### src/design/qcsv_pkg.sv
// Package for the quoted CSV parameter splitter.
// Holds the size constants, byte and status codes and the result record.
// No dependencies.
package qcsv_pkg;

  localparam int unsigned MAX_PARAM_LEN = 256;
  localparam int unsigned MAX_PARAMS    = 16;

  localparam int unsigned LEN_W   = $clog2(MAX_PARAM_LEN + 1);
  localparam int unsigned INDEX_W = $clog2(MAX_PARAMS);
  localparam int unsigned COUNT_W = $clog2(MAX_PARAMS + 1);
  localparam int unsigned CFG_W   = 5;

  localparam logic [7:0] CH_NUL   = 8'h00;
  localparam logic [7:0] CH_QUOTE = 8'h22;
  localparam logic [7:0] CH_COMMA = 8'h2C;

  localparam logic KIND_BYTE = 1'b0;
  localparam logic KIND_END  = 1'b1;

  localparam logic CFG_MIN_PARAMS = 1'b0;
  localparam logic CFG_MAX_PARAMS = 1'b1;

  typedef enum logic [1:0] {
    STATUS_OK       = 2'd0,
    STATUS_UNQUOTED = 2'd1,
    STATUS_TOO_FEW  = 2'd2,
    STATUS_TOO_MANY = 2'd3
  } status_t;

  typedef struct packed {
    logic               kind;
    logic [7:0]         data;
    logic [INDEX_W-1:0] param_index;
    logic [LEN_W-1:0]   param_length;
    logic               quoted;
    logic               too_long;
    logic               last;
    status_t            status;
    logic [COUNT_W-1:0] param_count;
  } result_t;

endpackage

### src/design/quoted_csv_param_splitter.sv
// Quoted CSV parameter splitter top level.
// Depends on qcsv_pkg for constants, status codes and the result record.
//
// Usage: bytes of a parameter string enter on the input channel (in_valid,
// in_stall, char_in); a zero byte ends the string. Each accepted transaction
// yields at most one result transaction on the output channel (out_valid,
// out_stall and the field ports): a content byte, or an end-of-parameter
// record for a comma outside quotes or for the closing zero byte, which also
// carries the string status and parameter count. Quote bytes yield nothing.
// The result of an accepted byte is registered in the output register, or in
// the skid register while the output register is held. One byte is taken every
// cycle while in_stall is low; quote mode, length and index update per byte.
// The output register is backed by a one-entry skid register, so a byte is
// still taken while a result waits; in_stall rises only once the skid entry
// is full and falls when the receiver takes a result.
// The configuration port writes min_params (index 0) and max_params (index 1);
// the user must write it only while the block is idle; the block does not check.
// Reset clears the parse state and both output entries and sets min_params
// to 1 and max_params to 16.
module quoted_csv_param_splitter
  import qcsv_pkg::*;
(
  input  logic                  clk,
  input  logic                  rst,
  input  logic                  cfg_we,
  input  logic                  cfg_index,
  input  logic [CFG_W-1:0]      cfg_data,
  input  logic                  in_valid,
  output logic                  in_stall,
  input  logic [7:0]            char_in,
  output logic                  out_valid,
  input  logic                  out_stall,
  output logic                  kind,
  output logic [7:0]            data,
  output logic [INDEX_W-1:0]    param_index,
  output logic [LEN_W-1:0]      param_length,
  output logic                  quoted,
  output logic                  too_long,
  output logic                  last,
  output logic [1:0]            status,
  output logic [COUNT_W-1:0]    param_count
);

  logic [CFG_W-1:0]   min_params;
  logic [CFG_W-1:0]   max_params;

  logic               in_quote, in_quote_next;
  logic               quote_seen, quote_seen_next;
  logic [LEN_W-1:0]   cur_length, cur_length_next;
  logic [INDEX_W-1:0] cur_index, cur_index_next;
  logic               overflow_count, overflow_count_next;

  result_t            res;
  logic               res_valid;
  result_t            out_r;
  result_t            skid_r;
  logic               skid_valid;

  logic               in_fire;
  logic               out_fire;
  logic               long_flag;
  logic [COUNT_W-1:0] count;
  status_t            end_status;

  assign in_stall = skid_valid;
  assign in_fire  = in_valid && !in_stall;
  assign out_fire = out_valid && !out_stall;

  assign long_flag = (cur_length >= LEN_W'(MAX_PARAM_LEN));
  assign count     = COUNT_W'(cur_index) + COUNT_W'(1);

  always_comb begin
    if (in_quote) begin
      end_status = STATUS_UNQUOTED;
    end else if (count < COUNT_W'(min_params)) begin
      end_status = STATUS_TOO_FEW;
    end else if (overflow_count || (count > COUNT_W'(max_params))) begin
      end_status = STATUS_TOO_MANY;
    end else begin
      end_status = STATUS_OK;
    end
  end

  always_comb begin
    in_quote_next       = in_quote;
    quote_seen_next     = quote_seen;
    cur_length_next     = cur_length;
    cur_index_next      = cur_index;
    overflow_count_next = overflow_count;
    res                 = '0;
    res.param_index     = cur_index;
    res_valid           = 1'b0;
    if (char_in == CH_NUL) begin
      res_valid           = 1'b1;
      res.kind            = KIND_END;
      res.param_length    = cur_length;
      res.quoted          = quote_seen;
      res.too_long        = long_flag;
      res.last            = 1'b1;
      res.status          = end_status;
      res.param_count     = count;
      in_quote_next       = 1'b0;
      overflow_count_next = 1'b0;
      cur_index_next      = '0;
      quote_seen_next     = 1'b0;
      cur_length_next     = '0;
    end else if (char_in == CH_QUOTE) begin
      in_quote_next = !in_quote;
      if (in_quote) begin
        quote_seen_next = 1'b1;
      end
    end else if (char_in == CH_COMMA && !in_quote) begin
      res_valid        = 1'b1;
      res.kind         = KIND_END;
      res.param_length = cur_length;
      res.quoted       = quote_seen;
      res.too_long     = long_flag;
      if (cur_index != INDEX_W'(MAX_PARAMS - 1)) begin
        cur_index_next = cur_index + INDEX_W'(1);
      end else begin
        overflow_count_next = 1'b1;
      end
      quote_seen_next = 1'b0;
      cur_length_next = '0;
    end else begin
      res_valid = 1'b1;
      res.kind  = KIND_BYTE;
      res.data  = char_in;
      if (!long_flag) begin
        cur_length_next = cur_length + LEN_W'(1);
      end
    end
  end

  always_ff @(posedge clk) begin
    if (rst) begin
      min_params <= CFG_W'(1);
      max_params <= CFG_W'(MAX_PARAMS);
    end else if (cfg_we) begin
      unique case (cfg_index)
        CFG_MIN_PARAMS: min_params <= cfg_data;
        CFG_MAX_PARAMS: max_params <= cfg_data;
        default: ;
      endcase
    end
  end

  always_ff @(posedge clk) begin
    if (rst) begin
      in_quote       <= 1'b0;
      quote_seen     <= 1'b0;
      cur_length     <= '0;
      cur_index      <= '0;
      overflow_count <= 1'b0;
    end else if (in_fire) begin
      in_quote       <= in_quote_next;
      quote_seen     <= quote_seen_next;
      cur_length     <= cur_length_next;
      cur_index      <= cur_index_next;
      overflow_count <= overflow_count_next;
    end
  end

  always_ff @(posedge clk) begin
    if (rst) begin
      out_valid  <= 1'b0;
      skid_valid <= 1'b0;
    end else if (!out_valid || out_fire) begin
      if (skid_valid) begin
        out_valid  <= 1'b1;
        skid_valid <= 1'b0;
      end else begin
        out_valid <= in_fire && res_valid;
      end
    end else if (in_fire && res_valid) begin
      skid_valid <= 1'b1;
    end
  end

  always_ff @(posedge clk) begin
    if (!out_valid || out_fire) begin
      if (skid_valid) begin
        out_r <= skid_r;
      end else begin
        out_r <= res;
      end
    end
    if (!skid_valid) begin
      skid_r <= res;
    end
  end

  assign kind         = out_r.kind;
  assign data         = out_r.data;
  assign param_index  = out_r.param_index;
  assign param_length = out_r.param_length;
  assign quoted       = out_r.quoted;
  assign too_long     = out_r.too_long;
  assign last         = out_r.last;
  assign status       = out_r.status;
  assign param_count  = out_r.param_count;

  a_skid_needs_out: assert property (@(posedge clk) disable iff (rst)
    skid_valid |-> out_valid)
    else $error("skid entry full while output register is empty");

  a_skid_drains: assert property (@(posedge clk) disable iff (rst)
    (skid_valid && !out_stall) |=> !skid_valid)
    else $error("skid entry not moved when the receiver took a result");

  a_last_count: assert property (@(posedge clk) disable iff (rst)
    (out_valid && last) |-> (param_count != '0 && kind == KIND_END))
    else $error("final result without a parameter count");

  a_byte_fields: assert property (@(posedge clk) disable iff (rst)
    (out_valid && kind == KIND_BYTE) |-> (param_length == '0 && !last))
    else $error("content byte result carries end-of-parameter fields");

  a_end_clears: assert property (@(posedge clk) disable iff (rst)
    (in_fire && char_in == CH_NUL) |=> (cur_index == '0 && !in_quote))
    else $error("parse state not cleared at end of string");

endmodule
### config.mk
export PLATFORM = sky130hd
export DESIGN_NAME = quoted_csv_param_splitter
export DESIGN_NICKNAME = d
export VERILOG_FILES = /design/src/design/qcsv_pkg.sv /design/src/design/quoted_csv_param_splitter.sv
export SDC_FILE = /design/constraint.sdc
export NUM_CORES = 1
export LEC_CHECK = 0
export BUFFER_PORTS_ARGS = -buffer_cell sky130_fd_sc_hd__buf_4
export CORE_UTILIZATION = 30
export CTS_CLUSTER_SIZE = 28
export DETAILED_ROUTE_END_ITERATION = 6
export PLACE_DENSITY = 0.46
export SLEW_MARGIN = 20
export SYNTH_ARGS = -nofsm -noshare
export SYNTH_HDL_FRONTEND = slang
export SYNTH_SLANG_ARGS = --single-unit
### constraint.sdc
create_clock -name clk -period 2.85 [get_ports clk]
set_input_delay 0.1425 -clock clk [delete_from_list [all_inputs] [get_ports clk]]
set_output_delay 0.1425 -clock clk [all_outputs]
set_load 0.01 [all_outputs]
# --- After elaboration in Yosys (flattened, before gate mapping) ---
# Index checks and enable logic that the tools add are counted.
classes:
  order_cmp: 3
  add_sub_neg: 3
  bitwise_logic: 1
  reduce_logical: 23
  n_eq_ne: 7
  n_mux: 34
ops:
  columns: ["operator", "n"]
  rows:
  - ["2-to-1 mux 9 bit", 5]
  - ["2-to-1 mux 11 bit", 3]
  - ["2-to-1 mux 32 bit", 1]
  - ["2-to-1 mux 8 bit", 3]
  - ["== test 8 x 6 -> 1 bit (second input constant)", 2]
  - ["2-to-1 mux 4 bit", 4]
  - ["2-to-1 mux 1 bit", 15]
  - ["adder 9 x 1 -> 9 bit (second input constant)", 1]
  - ["greater-or-equal comparator 9 bit (second input constant)", 1]
  - ["logical NOT 8 bit", 1]
  - ["AND reduction 4 bit", 2]
  - ["2-to-1 mux 2 bit", 3]
  - ["AND reduction 2 bit", 3]
  - ["AND reduction 3 bit", 2]
  - ["nonzero test 2 bit", 3]
  - ["adder 4 x 1 -> 5 bit (second input constant)", 1]
  - ["greater-than comparator 5 bit", 1]
  - ["less-than comparator 5 bit", 1]
  - ["adder 4 x 1 -> 4 bit (second input constant)", 1]
  - ["logical AND 1 bit", 4]
  - ["logical NOT 1 bit", 4]
  - ["!= test 2 bit (second input constant)", 2]
  - ["!= test 4 bit (second input constant)", 1]
  - ["!= test 3 x 1 -> 1 bit (second input constant)", 1]
  - ["other kinds (5)", 6]
word_totals:
  elab_cells: 98
  inputBits: 19
  out_inout_bits: 34
  register_bits: 92

# --- Logic depth before layout (Yosys ltp) ---
depth:
  depth_word: 8
  mapped_depth: 8
  ltp_nobuf: 8

# --- Least setup slack after synthesis ---
# OpenSTA, ideal clock, no wires.
synth_path:
  path_type: "reg2reg"
  from: "reg cur_index[0]"
  to: "reg out_r (netlist bit status[1]), data pin"
  path_stages_with_launch: 9
  required_time_ns: 2.570
  setup_slack_ns: 0.702
  path_buffers: 0
  synth_period_minus_slack_ns: 2.148
  setup_ns: 0.280
  t_arrival_ns: 1.868
  path_cell_list: "dfxtp_1 -> ha_1 -> nand3_1 -> inv_1 -> ha_1 -> nand4_1 -> or3b_2 -> o41ai_1 -> a31oi_1"
synth_between:
  elab_chain_len: 8
  elab_cells_between_ends: 9
  cone_classes: "1 x add/sub; 2 x order compare; 5 x mux; 1 x reduce/logical"
synth_lines:
  columns: ["item", "line_no", "text"]
  rows:
  - ["from (decl)", "quoted_csv_param_splitter.sv:50", "logic [INDEX_W-1:0] cur_index, cur_index_next;"]
  - ["from (signal assigned)", "quoted_csv_param_splitter.sv:159", "cur_index <= cur_index_next;"]
  - ["adder 4 x 1 -> 5 bit *", "quoted_csv_param_splitter.sv:70", "assign count = COUNT_W'(cur_index) + COUNT_W'(1);"]
  - ["greater-than comparator 5 bit", "quoted_csv_param_splitter.sv:77", "end else if (overflow_count || (count > COUNT_W'(max_params))) begin"]
  - ["logical OR 1 bit", "quoted_csv_param_splitter.sv:77", null]
  - ["2-to-1 mux 2 bit", "quoted_csv_param_splitter.sv:77", null]
  - ["2-to-1 mux 2 bit *", "quoted_csv_param_splitter.sv:75", "end else if (count < COUNT_W'(min_params)) begin"]
  - ["2-to-1 mux 2 bit *", "quoted_csv_param_splitter.sv:73", "if (in_quote) begin"]
  - ["2-to-1 mux 8 bit *", "quoted_csv_param_splitter.sv:93", "if (char_in == CH_NUL) begin"]
  - ["2-to-1 mux 32 bit *", "quoted_csv_param_splitter.sv:182", "if (skid_valid) begin"]
  - ["to (signal assigned)", "quoted_csv_param_splitter.sv:183", "out_r <= skid_r;"]
  - ["to (signal assigned)", "quoted_csv_param_splitter.sv:185", "out_r <= res;"]
  - ["to (decl)", "quoted_csv_param_splitter.sv:55", "result_t out_r;"]
# Every way passes the cells marked *; elsewhere a longest branch is shown, timed or not.
# A chain may end at the register's enable or synchronous reset.

# --- Worst setup path after layout ---
# Ends and elaborated chain as after synthesis.

==> flow_summary.yaml <==
critical_path:
  critPathSlowestCell: "dfxtp_1"
  crit_top_cell: "ha_1"
  cp-start-kind: "register"
  crit_path_max_fanout: 8
  setup.worst_path.end_class: "register"
  critPathMaxStageDelay_ns: 0.48
  critPathTopFamily: "compound AO/OA/AOI/OAI gates"
  critical_path_buf_inv_count: 0
  cp_num_cells: 7
  r2r_cells: 7
  critPathRequiredTime_ns: 2.92
  cp.arrival_ns: 2.65
  path_cells: "ha_1, xor2_1, ha_1, a211oi_1, nor2_1, o41ai_1, a31oi_1"
  critPathKind: "reg2reg"
global_routing:
  global_route.usage.met2: 0.183
  globalRouteTotalUtil: 0.131
  grt_use_met1: 0.185
  overflow: 0
  grt_pass1_vias: 2550
  grt_pass1_wl_um: 12800
  met3_usage: 0.0270
  grt_busiest_layer: "met1"
  grt_antenna_before_repair: 0
  grt_start_max_net_pins: 37
synth:
  yosysSeqAreaShare: 0.590
  postSynthCellCount: 335
  synth_area_leaders: "dfxtp_1, edfxtp_1, nand2_1"
  avgSynthCellArea_um2: 10.9
  yosys_warnings: 0
  ys_ff_latch: 92
  synth_edf_count: 32
  synthArstFlopShare: 0
  synth.top_cell.area_share: 0.328
  synth_area_leader_cell: "dfxtp_1"
  synth_common_cells: "dfxtp_1, nand2_1, edfxtp_1"
  yosysMostFrequentCell: "dfxtp_1"
  synth_cell_types: 50
  syn_area_um2: 3670
  ys.flop_type: "dfxtp_1"
  synth_fp_nets: 365
power:
  switching_share: 0.223
  p_sw_mw: 0.631
  internal_power_mw: 2.20
  leakagePower_nw: 1.81
  ir_drop_uv: 215
  power.density_nw_per_um2: 626
  p_clk_frac: 0.436
  power_mw: 2.83
  combPwrFrac: 0.062
  power.share.sequential: 0.502
final_layout:
  fin_util: 0.378
  synthToLayoutAreaGrowth_pct: 23.2
  drive_above_1_share: 0.240
  final_nets: 416
  stdcell_area_um2: 4520
  antenna_cells: 0
  layoutNonFillerInstCount: 538
clock_network:
  clock_latency_ns: 0.35
  cts_tree: "built"
  root_buffer: "clkbuf_16"
  holdBufCountCts: 0
  cts-resized-gates: 0
  path_clk_slew_ns: 0.07
  post_cts_buffers: 0
  numCtsBuffers: 9
  h-tree-depth: 3
  clockBufferDepth: 2
  numClockSinks: 92
timing:
  fin_crit_sh: 0.902
  rsz0062_at_grt: "false"
  relSlewSlack: 0.603
  period_minus_slack_ns: 2.57
  hold_viol: 0
  fmax_ghz: 0.389
  totalNegativeSetupSlack_ns: 0
  tightestPinTransition_ns: 0.592
  slew_viol_final: 0
  setup-violations-final: 0
  finalClockSkew_ns: 0.00754
placement:
  placed_cell_area_um2: 4210
  hpwlAfterDp_um: 5230
  gp_congestion: 0.842
  portBuffers: 52
  dp_cells: 522
die:
  die_h_um: 113
  rows: 40
  die_area_um2: 12700
  ios: 53
  coreArea_um2: 12000
  die_x_um: 113
  start_util: 0.307
detailed_routing:
  routedWlPerCell_um: 14.4
  drt_iter0_markers: 111
  viasPerCell: 4.82
  routed_wl_um: 7750
  dr.pass1.iters: 4
  ant_nets: 0
  drc_errors: 0
  vias: 2593
worst_hold_path:
  min_path_type: "in2reg"
  whs_path_depth: 3
run_status:
  outcome: "finished clean"
run:
  drv_cap: 0
[registers in the layout, indices dropped and copies added, names as in the netlist, 2 cells and up]
signal        cells
param_index       4
max_params        5
min_params        5
data              8
status            2
cur_length        9
skid_r           32
param_count       5
param_length      9
cur_index         4
[cell usage in the layout, fill, tap and decap left out, types with 5 or more instances in the layout]
cell        n
ha_1       11
nand2_1    51
edfxtp_1   32
a21oi_1    13
a31oi_1     5
mux2i_1     9
inv_1      12
a211oi_1    6
buf_4      58
clkbuf_16   9
mux2_2      8
o21ai_0    19
dfxtp_1    60
nand3_1    15
nor2_1     13
or3b_2      7
nand3b_1    6
[final timing paths]
check / from / to / slack (ns)
min: cfg_data[2] / min_params[2] / 0.03
min reg2reg: skid_r[9] / skid_r[9] / 0.44
max reg2reg: cur_index[0] / status[1] / 0.28
max: cur_index[0] / status[1] / 0.28
[layout make-up]
| class | count | area [um2] |
|---|---|---|
| fill | 1208 | 7440 |
| sequential | 92 | 2160 |
| multi-input combinational | 212 | 1380 |
| timing repair buffer | 58 | 435 |
| clock buffer | 10 | 239 |
| tap | 147 | 184 |
| clock inverter | 6 | 71.3 |
| inverter | 13 | 48.8 |
[worst min-delay path, stage by stage]
cell	delay (ns)
buf_4	0.08
mux2i_1	0.05
nor2_1	0.07
[power by group through the flow]
stage | clock (mW) | sequential [mW] | combinational, mW
after CTS | 1.27 | 1.42 | 0.178
final | 1.23 | 1.42 | 0.175
after global routing | 1.32 | 1.42 | 0.193
after floorplan | 0 | 1.46 | 0.0763
after detailed placement | 0 | 1.45 | 0.177
after global placement | 0 | 1.45 | 0.177
[layer usage]
metal / vias to the layer above / share of wire
li1: 1319 / -
met1: 1207 / 0.52
met2: 55 / 0.42
met3: 12 / 0.036
met4: 0 / 0.023
met5: - / 0
[metrics by stage]
step	hold slack [ns]	setup slack [ns]
after global placement	0.389	0.435
after floorplan	0.286	0.702
final	0.0348	0.278
after detailed placement	0.391	0.410
after CTS	0.0283	0.326
after global routing	0.0338	0.134
[cell families after synthesis]
family          count (synthesis)  synth area share
compound gates                 67             0.126
flops                          92             0.590
buf+inv                        31            0.0348
mux                            17            0.0491
simple gates                  115             0.159
xor+xnor                        2           0.00478
fa+ha+maj                      11            0.0375
Note: power is estimated with default switching activity, not from simulation.
